===== src/rtl/core/fdr_pkg.sv =====
`timescale 1ns / 1ps

package fdr_pkg;

    localparam int RING_DEPTH = 16;
    localparam int RING_AW    = (RING_DEPTH > 1) ? $clog2(RING_DEPTH) : 1;

    localparam int IN_DATA_W  = 72;
    localparam int OUT_DATA_W = 24;
    localparam int CFG_IDX_W  = 3;
    localparam int CFG_DATA_W = 32;

    localparam logic [CFG_IDX_W-1:0] CFG_REPEAT_ENABLE    = 3'd0;
    localparam logic [CFG_IDX_W-1:0] CFG_CHANNEL_PREF     = 3'd1;
    localparam logic [CFG_IDX_W-1:0] CFG_NO_SIGNAL_MS     = 3'd2;
    localparam logic [CFG_IDX_W-1:0] CFG_CHANNEL_DWELL_MS = 3'd3;
    localparam logic [CFG_IDX_W-1:0] CFG_MAX_HOP_COUNT    = 3'd4;
    localparam logic [CFG_IDX_W-1:0] CFG_MAX_REPEAT_LEN   = 3'd5;
    localparam logic [CFG_IDX_W-1:0] CFG_LIGHT_FRAME_LEN  = 3'd6;

    localparam logic OP_FRAME = 1'b0;
    localparam logic OP_TICK  = 1'b1;

    localparam logic [3:0] CHAN_1  = 4'd1;
    localparam logic [3:0] CHAN_6  = 4'd6;
    localparam logic [3:0] CHAN_11 = 4'd11;
    localparam logic [3:0] CHAN_AUTO = 4'd0;

    localparam logic [31:0] AGE_BAR4_MS = 32'd500;
    localparam logic [31:0] AGE_BAR3_MS = 32'd1000;
    localparam logic [31:0] AGE_BAR2_MS = 32'd2000;

    typedef struct packed {
        logic capture;
        logic compare;
        logic commit;
    } fdr_cmd_t;

endpackage


===== src/rtl/core/fdr_ctrl.sv =====
`timescale 1ns / 1ps

module fdr_ctrl (
    input  logic             aclk,
    input  logic             aresetn,
    input  logic             s_tvalid,
    output logic             s_tready,
    output logic             m_tvalid,
    input  logic             m_tready,
    output fdr_pkg::fdr_cmd_t cmd
);

    localparam logic [1:0] ST_IDLE   = 2'd0;
    localparam logic [1:0] ST_MATCH  = 2'd1;
    localparam logic [1:0] ST_COMMIT = 2'd2;

    logic [1:0] state_reg, state_next;
    logic       out_valid_reg, out_valid_next;
    logic       commit;

    assign s_tready = (state_reg == ST_IDLE);
    assign m_tvalid = out_valid_reg;
    assign commit   = (state_reg == ST_COMMIT) && (!out_valid_reg || m_tready);

    assign cmd.capture = s_tvalid && s_tready;
    assign cmd.compare = (state_reg == ST_MATCH);
    assign cmd.commit  = commit;

    always_comb begin
        state_next = state_reg;
        unique case (state_reg)
            ST_IDLE: begin
                if (s_tvalid) state_next = ST_MATCH;
            end
            ST_MATCH: begin
                state_next = ST_COMMIT;
            end
            ST_COMMIT: begin
                if (commit) state_next = ST_IDLE;
            end
            default: begin
                state_next = ST_IDLE;
            end
        endcase
    end

    always_comb begin
        out_valid_next = out_valid_reg;
        if (commit) begin
            out_valid_next = 1'b1;
        end else if (m_tready) begin
            out_valid_next = 1'b0;
        end
    end

    always_ff @(posedge aclk) begin
        if (!aresetn) begin
            state_reg     <= ST_IDLE;
            out_valid_reg <= 1'b0;
        end else begin
            state_reg     <= state_next;
            out_valid_reg <= out_valid_next;
        end
    end

endmodule


===== src/rtl/core/fdr_dpath.sv =====
`timescale 1ns / 1ps

module fdr_dpath (
    input  logic                                aclk,
    input  logic                                aresetn,
    input  fdr_pkg::fdr_cmd_t                   cmd,
    input  logic                                in_opcode,
    input  logic [fdr_pkg::IN_DATA_W-1:0]       in_data,
    input  logic                                cfg_we,
    input  logic [fdr_pkg::CFG_IDX_W-1:0]       cfg_index,
    input  logic [fdr_pkg::CFG_DATA_W-1:0]      cfg_data,
    output logic [fdr_pkg::OUT_DATA_W-1:0]      out_data
);

    // captured item
    logic        opcode_reg;
    logic [31:0] now_reg;
    logic        hdr_ok_reg;
    logic [7:0]  src_reg;
    logic [7:0]  seq_reg;
    logic [7:0]  hop_reg;
    logic        is_light_reg;
    logic [7:0]  flen_reg;
    logic        pay_ok_reg;

    // configuration
    logic        repeat_enable_reg;
    logic [3:0]  channel_pref_reg;
    logic [31:0] no_signal_ms_reg;
    logic [31:0] dwell_ms_reg;
    logic [7:0]  max_hop_reg;
    logic [7:0]  max_len_reg;
    logic [7:0]  light_len_reg;

    // link state
    logic [15:0]                 ring_reg [fdr_pkg::RING_DEPTH];
    logic [fdr_pkg::RING_AW-1:0] head_reg, head_next;
    logic                        heard_any_reg, heard_any_next;
    logic [31:0]                 last_rx_reg, last_rx_next;
    logic                        lost_reg, lost_next;
    logic [3:0]                  chan_reg, chan_next;
    logic [31:0]                 last_sw_reg, last_sw_next;

    // compare stage results
    logic [fdr_pkg::RING_DEPTH-1:0] match_reg;
    logic [31:0]                    age_reg;
    logic                           dwell_ok_reg;

    logic [15:0] key;
    logic [32:0] age_diff;
    logic [31:0] sw_diff;
    logic [3:0]  eff_pref;
    logic [3:0]  cfg_pref_eff;
    logic        age_lt_nsm;
    logic        age_gt_nsm;
    logic        is_frame;
    logic        dup;
    logic        unique_frame;
    logic        rep;
    logic [7:0]  rhop;
    logic        light;
    logic        lost_trig;
    logic        sw;
    logic        record;
    logic [2:0]  bars;

    function automatic logic [3:0] pref_of(input logic [3:0] p);
        logic [3:0] r;
        r = fdr_pkg::CHAN_AUTO;
        if (p == fdr_pkg::CHAN_1 || p == fdr_pkg::CHAN_6 || p == fdr_pkg::CHAN_11) begin
            r = p;
        end
        return r;
    endfunction

    assign key          = {src_reg, seq_reg};
    assign eff_pref     = pref_of(channel_pref_reg);
    assign cfg_pref_eff = pref_of(cfg_data[3:0]);

    // compare stage: ring match, frame age, dwell elapsed
    assign age_diff = {1'b0, now_reg} - {1'b0, last_rx_reg};
    assign sw_diff  = now_reg - last_sw_reg;

    always_ff @(posedge aclk) begin
        if (cmd.capture) begin
            opcode_reg   <= in_opcode;
            now_reg      <= in_data[31:0];
            hdr_ok_reg   <= in_data[32];
            src_reg      <= in_data[40:33];
            seq_reg      <= in_data[48:41];
            hop_reg      <= in_data[56:49];
            is_light_reg <= in_data[57];
            flen_reg     <= in_data[65:58];
            pay_ok_reg   <= in_data[66];
        end
        if (cmd.compare) begin
            for (int i = 0; i < fdr_pkg::RING_DEPTH; i++) begin
                match_reg[i] <= (ring_reg[i] == key);
            end
            age_reg      <= age_diff[32] ? 32'd0 : age_diff[31:0];
            dwell_ok_reg <= (sw_diff >= dwell_ms_reg);
        end
    end

    // commit stage
    assign is_frame     = (opcode_reg == fdr_pkg::OP_FRAME);
    assign age_lt_nsm   = (age_reg < no_signal_ms_reg);
    assign age_gt_nsm   = !age_lt_nsm && (age_reg != no_signal_ms_reg);
    assign dup          = is_frame && hdr_ok_reg && (seq_reg != 8'd0) && (|match_reg);
    assign unique_frame = is_frame && hdr_ok_reg && !dup;
    assign record       = unique_frame && (seq_reg != 8'd0);
    assign rep          = unique_frame && repeat_enable_reg && (hop_reg < max_hop_reg)
                          && (flen_reg <= max_len_reg);
    assign rhop         = rep ? (hop_reg + 8'd1) : 8'd0;
    assign light        = unique_frame && is_light_reg && (flen_reg == light_len_reg)
                          && pay_ok_reg;
    assign lost_trig    = !is_frame && heard_any_reg && !lost_reg && age_gt_nsm;
    assign sw           = !is_frame && !lost_trig && (eff_pref == fdr_pkg::CHAN_AUTO)
                          && (!heard_any_reg || lost_reg) && dwell_ok_reg;

    always_comb begin
        if (is_frame) begin
            bars = 3'd4;
        end else if (!heard_any_reg) begin
            bars = 3'd0;
        end else if (age_reg < fdr_pkg::AGE_BAR4_MS) begin
            bars = 3'd4;
        end else if (age_reg < fdr_pkg::AGE_BAR3_MS) begin
            bars = 3'd3;
        end else if (age_reg < fdr_pkg::AGE_BAR2_MS) begin
            bars = 3'd2;
        end else if (age_lt_nsm) begin
            bars = 3'd1;
        end else begin
            bars = 3'd0;
        end
    end

    always_comb begin
        head_next      = head_reg;
        heard_any_next = heard_any_reg;
        last_rx_next   = last_rx_reg;
        lost_next      = lost_reg;
        chan_next      = chan_reg;
        last_sw_next   = last_sw_reg;
        if (cfg_we && cfg_index == fdr_pkg::CFG_CHANNEL_PREF) begin
            chan_next = (cfg_pref_eff == fdr_pkg::CHAN_AUTO) ? fdr_pkg::CHAN_11 : cfg_pref_eff;
        end
        if (cmd.commit) begin
            if (is_frame) begin
                heard_any_next = 1'b1;
                last_rx_next   = now_reg;
                lost_next      = 1'b0;
                if (record) begin
                    if (head_reg == fdr_pkg::RING_AW'(fdr_pkg::RING_DEPTH - 1)) begin
                        head_next = '0;
                    end else begin
                        head_next = head_reg + fdr_pkg::RING_AW'(1);
                    end
                end
            end else if (lost_trig) begin
                lost_next    = 1'b1;
                last_sw_next = now_reg;
            end else if (sw) begin
                chan_next    = (chan_reg == fdr_pkg::CHAN_11) ? fdr_pkg::CHAN_1
                                                              : fdr_pkg::CHAN_11;
                last_sw_next = now_reg;
            end
        end
    end

    always_ff @(posedge aclk) begin
        if (!aresetn) begin
            repeat_enable_reg <= 1'b0;
            channel_pref_reg  <= fdr_pkg::CHAN_AUTO;
            no_signal_ms_reg  <= 32'd3000;
            dwell_ms_reg      <= 32'd2000;
            max_hop_reg       <= 8'd3;
            max_len_reg       <= 8'd250;
            light_len_reg     <= 8'd16;
        end else if (cfg_we) begin
            case (cfg_index)
                fdr_pkg::CFG_REPEAT_ENABLE:    repeat_enable_reg <= cfg_data[0];
                fdr_pkg::CFG_CHANNEL_PREF:     channel_pref_reg  <= cfg_data[3:0];
                fdr_pkg::CFG_NO_SIGNAL_MS:     no_signal_ms_reg  <= cfg_data;
                fdr_pkg::CFG_CHANNEL_DWELL_MS: dwell_ms_reg      <= cfg_data;
                fdr_pkg::CFG_MAX_HOP_COUNT:    max_hop_reg       <= cfg_data[7:0];
                fdr_pkg::CFG_MAX_REPEAT_LEN:   max_len_reg       <= cfg_data[7:0];
                fdr_pkg::CFG_LIGHT_FRAME_LEN:  light_len_reg     <= cfg_data[7:0];
                default: begin
                end
            endcase
        end
    end

    always_ff @(posedge aclk) begin
        if (!aresetn) begin
            for (int i = 0; i < fdr_pkg::RING_DEPTH; i++) begin
                ring_reg[i] <= 16'd0;
            end
            head_reg      <= '0;
            heard_any_reg <= 1'b0;
            last_rx_reg   <= 32'd0;
            lost_reg      <= 1'b0;
            chan_reg      <= fdr_pkg::CHAN_11;
            last_sw_reg   <= 32'd0;
        end else begin
            if (cmd.commit && record) begin
                ring_reg[head_reg] <= key;
            end
            head_reg      <= head_next;
            heard_any_reg <= heard_any_next;
            last_rx_reg   <= last_rx_next;
            lost_reg      <= lost_next;
            chan_reg      <= chan_next;
            last_sw_reg   <= last_sw_next;
        end
    end

    always_ff @(posedge aclk) begin
        if (cmd.commit) begin
            out_data <= {3'd0, bars, sw, chan_next, lost_trig, lost_next, light, rhop, rep, dup};
        end
    end

endmodule


===== src/rtl/core/frame_dedup_repeater_link_monitor.sv =====
`timescale 1ns / 1ps

// Link supervisor for a broadcast lighting radio receiver. Each input item is a
// decoded frame header (s_tuser 0) or a millisecond tick (s_tuser 1); each gives
// exactly one result item with duplicate, repeat, light-command, signal-loss,
// channel-scan and signal-bar outputs. An item passes through capture, a compare
// step that checks the key against all ring entries in parallel and forms the frame
// age and dwell check, and a commit step that updates the ring and link state and
// loads the output register. Commit waits while the output register still holds
// an untaken result; the next item is accepted as soon as commit is done. The
// duplicate ring is cleared by reset itself, so no clearing pass follows reset.
// Configuration writes on cfg_we/cfg_index/cfg_data belong between items only.

module frame_dedup_repeater_link_monitor (
    input  logic                               aclk,
    input  logic                               aresetn,
    input  logic                               s_tvalid,
    output logic                               s_tready,
    // now_ms, header_ok, src_id, seq_num, hops,
    // is_light_command, frame_len, payload_ok
    input  logic [fdr_pkg::IN_DATA_W-1:0]      s_tdata,
    // opcode
    input  logic                               s_tuser,
    output logic                               m_tvalid,
    input  logic                               m_tready,
    // is_duplicate, repeat_now, repeat_hop, light_ready, no_signal,
    // signal_lost_edge, listen_channel, channel_switched, age_bars
    output logic [fdr_pkg::OUT_DATA_W-1:0]     m_tdata,
    input  logic                               cfg_we,
    input  logic [fdr_pkg::CFG_IDX_W-1:0]      cfg_index,
    input  logic [fdr_pkg::CFG_DATA_W-1:0]     cfg_data
);

    fdr_pkg::fdr_cmd_t cmd;

    fdr_ctrl u_ctrl (
        .aclk     (aclk),
        .aresetn  (aresetn),
        .s_tvalid (s_tvalid),
        .s_tready (s_tready),
        .m_tvalid (m_tvalid),
        .m_tready (m_tready),
        .cmd      (cmd)
    );

    fdr_dpath u_dpath (
        .aclk      (aclk),
        .aresetn   (aresetn),
        .cmd       (cmd),
        .in_opcode (s_tuser),
        .in_data   (s_tdata),
        .cfg_we    (cfg_we),
        .cfg_index (cfg_index),
        .cfg_data  (cfg_data),
        .out_data  (m_tdata)
    );

endmodule

===== config.mk =====
export PLATFORM = sky130hd
export DESIGN_NAME = frame_dedup_repeater_link_monitor
export DESIGN_NICKNAME = d
export VERILOG_FILES = /design/src/rtl/core/fdr_pkg.sv /design/src/rtl/core/fdr_ctrl.sv /design/src/rtl/core/fdr_dpath.sv /design/src/rtl/core/frame_dedup_repeater_link_monitor.sv
export SDC_FILE = /design/constraint.sdc
export NUM_CORES = 1
export LEC_CHECK = 0
export BUFFER_PORTS_ARGS = -buffer_cell sky130_fd_sc_hd__buf_2
export CAP_MARGIN = 20
export CORE_MARGIN = 2
export CORE_UTILIZATION = 35
export CTS_CLUSTER_DIAMETER = 50
export DETAILED_ROUTE_END_ITERATION = 10
export GPL_ROUTABILITY_DRIVEN = 0
export HOLD_SLACK_MARGIN = 0.15
export PLACE_DENSITY_LB_ADDON = 0.15
export SLEW_MARGIN = 20
export SYNTH_ARGS = -nofsm -noshare
export SYNTH_HDL_FRONTEND = slang
export SYNTH_SLANG_ARGS = --single-unit

===== constraint.sdc =====
create_clock -name aclk -period 4.1 [get_ports aclk]
set_input_delay 0.82 -clock aclk [delete_from_list [all_inputs] [get_ports aclk]]
set_output_delay 0.82 -clock aclk [all_outputs]
set_load 0.005 [all_outputs]

==> run_results.csv <==
group,metric,value,unit
outcome,outcome,"finished, violations left",
outcome,violations,"setup timing",
logic_synthesis,async_flop_share,0,%
place,post-dp-hpwl,49180,µm
logic_synthesis,synth_edf_count,394,
sta,setup_viol,1,
setup_path,r2r_cells,21,
drt,dr_total_vias,19960,
floorplanning,die_height,292.9,µm
logic_synthesis,ys.flop_type,"edfxtp_1",
logic_synthesis,synth_xor_xnor_area_share,9.741,%
setup_path,path_cells,"inv_2, ha_4, inv_2, fa_2, a211oi_2, buf_4, o211ai_1, a41oi_2, o21ai_2, a221o_1, nand4_1, and2b_1, xnor2_2, ha_1, a21o_1, a21o_1, a21o_1, a21oi_2, nor2_1, a211oi_1, o41ai_1",
clock_tree,htreeDepth,3,
floorplanning,fp.dieArea,85810,µm²
logic_synthesis,syn-cell-area,29220,µm²
logic_synthesis,yosys_warnings,0,
global_routing,grt_pass1_wl,115200,µm
setup_path,critical_path_class,"reg2reg",
pwr,power.density,439.2,nW/µm²
logic_synthesis,synth_simple_gate_area_share,16.54,%
sta,drv_slew,0,
clock_tree,path_clk_slew,0.06,ns
final_layout,diodes,0,
floorplanning,ios,139,
sta,maxSlewHeadroom,24.04,%
drt,vias_per_cell,4.912,
min_path,hold-path-endpoint,"u_dpath.flen_reg[6]$_DFFE_PP_",
final_layout,drive_gt1_share,13.83,%
setup_path,critPathMostFrequentCell,"a21o_1",
logic_synthesis,synth_top_family_by_area,"simple AND/OR/NAND/NOR gates",
final_layout,final_cell_mix,"edfxtp_1 (394), nand2_1 (346), xnor2_1 (299)",
logic_synthesis,synthAdderAreaFrac,6.431,%
setup_path,r2r_start,"u_dpath.now_reg[0]$_DFFE_PP_",
sta,fin_ws,-0.1285,ns
setup_path,worst_setup_path_end_kind,"register",
setup_path,r2r_end,"u_dpath.dwell_ok_reg$_DFFE_PN_",
final_layout,layout_commonest_cell,"edfxtp_1",
final_layout,area_growth,17.45,%
setup_path,required,4.45,ns
logic_synthesis,syn_area_per_cell,10.63,µm²
drt,drt-initial-drc-count,1198,
final_layout,largest_reg_flops,256,
floorplanning,start_util,35.47,%
logic_synthesis,ys_types,74,
setup_path,crit_path_max_incr_delay,0.41,ns
setup_path,critPathLaunch,"u_dpath.now_reg[0]$_DFFE_PP_",
final_layout,fin_nets,3192,
setup_path,path_max_fanout,4,
clock_tree,tritoncts,"done",
drt,drtAntennaViolNets,0,
drt,wire_per_inst,18.06,µm
clock_tree,numCtsBuffers,80,
floorplanning,core_area,82370,µm²
global_routing,grt_max_degree,209,
floorplanning,placementRows,105,
sta,period_minus_slack,4.228,ns
final_layout,multi_input_area,12840,µm²
sta,hold_violations,0,
setup_path,ff2ff_setup_slack,-0.13,ns
final_layout,final_cells,4063,
global_routing,overflow,0,
final_layout,seq_area,15230,µm²
floorplanning,die_w,292.9,µm
min_path,worstHoldPathCells,1,
setup_path,arrival,4.58,ns
sta,finalClockSkew,0.03566,ns
final_layout,fill_cells,7875,
setup_path,slowest_stage,"edfxtp_1",
global_routing,grtUsageTotal,17.21,%
drt,first_pass_iters,4,
flow_run,max_cap_violations,0,
sta,fmax,236.5,MHz
clock_tree,cts.sinks,564,
global_routing,antenna_found_initial,1,
sta,grt_setup_unrepaired,"true",
logic_synthesis,synth_compound_area_share,9.716,%
drt,wl,73390,µm
clock_tree,clock_path_buffers,3,
logic_synthesis,synthCells,2748,
min_path,hold_path.class,"in2reg",
drt,drcViolationCount,0,
logic_synthesis,synth_mux_area_share,1.199,%
place,preCtsSetupSlack,-0.3135,ns
logic_synthesis,ys_seq_area_share,52.14,%
sta,timing.final.crit_share,103.1,%
place,io_buffers,130,
clock_tree,cts-root-buf,"clkbuf_16",
place,placed_cells,3912,
pwr,p_total,15.07,mW
pwr,leakage,12.37,nW
sta,max_slew.worst_pin.slew,1.139,ns
min_path,hp-start,"s_tdata[64]",
pwr,ir_drop,305.1,µV
logic_synthesis,ys_seq_elements,564,
clock_tree,clk_latency,0.64,ns
setup_path,start_kind,"register",
global_routing,grt_pass1_vias,19940,
==> cell usage after synthesis, types with 4 or more instances <==
cell,number,area share [%]
xnor2_1,300,9.0
o21ai_0,57,0.98
buf_4,4,0.10
a21boi_0,106,2.7
a21oi_1,76,1.3
o21bai_1,6,0.15
and2_1,263,5.6
a31oi_1,6,0.13
a21o_1,56,1.4
and3_1,12,0.26
or2_2,5,0.11
nor2b_1,17,0.36
nand2_1,347,4.5
a211oi_1,12,0.31
and4_1,5,0.15
buf_2,14,0.24
buf_6,4,0.15
ha_1,147,6.3
nor3_1,22,0.38
nor2_1,98,1.3
dfxtp_1,170,12
edfxtp_1,394,40
nor2_2,4,0.086
inv_1,168,2.2
buf_1,18,0.23
o21a_1,19,0.49
nand2b_1,21,0.45
o211ai_1,28,0.72
mux2i_1,35,1.2
nor4_1,32,0.69
nand4_1,84,1.8
o31ai_1,6,0.15
nand3_1,23,0.39
clkbuf_1,104,1.3
xor2_1,25,0.75
==> area by class of cell <==
class,instances,share of cell area [%]
clock buffer,93,6.158
multi-input combinational,1874,37.41
sequential,564,44.39
tap,1070,3.901
timing repair buffer,242,4.473
inverter,168,1.837
clock inverter,52,1.830
==> metrics by stage <==
| step | hold WS [ns] | instance area, µm² | utilization, % | setup TNS (ns) |
|---|---|---|---|---|
| 2_1_floorplan | 0.4347 | 29230 | - | 0 |
| 3_3_place_gp | 0.4447 | 31470 | 38.20 | -0.3709 |
| 3_5_place_dp | 0.4466 | 31470 | 38.20 | -0.3135 |
| 4_1_cts | 0.3136 | 34270 | 41.60 | -0.1829 |
| 5_1_grt | 0.3308 | 34320 | 41.66 | -0.3161 |
| 6_report | 0.3616 | 34320 | 41.66 | -0.1285 |
==> critical path: cells and delay by family, from the launching register on <==
| family | cells | cell delay [ns] |
|---|---|---|
| xor+xnor | 1 | 0.12 |
| flops | 1 | 0.41 |
| buf+inv | 3 | 0.28 |
| compound gates | 11 | 2.01 |
| fa+ha+maj | 3 | 0.75 |
| simple gates | 3 | 0.37 |
==> routing by layer <==
| layer | vias to the layer above | GRT usage, % | part of all wire [%] | routed length [µm] |
|---|---|---|---|---|
| li1 | 9840 | - | - | - |
| met1 | 9712 | 23.39 | 48 | 35010 |
| met2 | 310 | 28.41 | 47 | 34150 |
| met3 | 95 | 2.572 | 3.7 | 2716 |
| met4 | 2 | 5.053 | 2.0 | 1503 |
| met5 | - | 0 | 0.019 | 14 |
==> what timing repair did <==
item | CTS | global route
hold endpoints to repair | 0 | 0
setup buffers | 4 | 1
pin swaps | 17 | 12
setup endpoints to repair | 1 | 1
gates resized for setup | 9 | 4
hold buffers | 0 | 0
==> how the worst max path moves through the flow <==
stage | cells after the start | to | slack, ns
global route | 21 | u_dpath.dwell_ok_reg$_DFFE_PN_ | -0.32
global placement | 22 | u_dpath.dwell_ok_reg$_DFFE_PN_ | -0.37
CTS | 21 | u_dpath.dwell_ok_reg$_DFFE_PN_ | -0.18
detailed placement | 22 | u_dpath.dwell_ok_reg$_DFFE_PN_ | -0.31
floorplan | 21 | u_dpath.dwell_ok_reg$_DFFE_PN_ | 0.11
finish | 21 | u_dpath.dwell_ok_reg$_DFFE_PN_ | -0.13
==> cell families (layout without fill, tap and decap cells) <==
family,after synthesis,count (layout)
fa+ha+maj,149,149
buf+inv,312,555
mux,35,35
simple gates,952,952
flops,564,564
other cells,1,3
xor+xnor,325,325
compound gates,410,410
==> power by group <==
part | switching (mW) | internal [mW]
registers | 0.146 | 6.33
logic | 0.882 | 0.665
clock network | 2.77 | 4.28
total | 3.80 | 11.3
(Power assumes the default switching activity.)
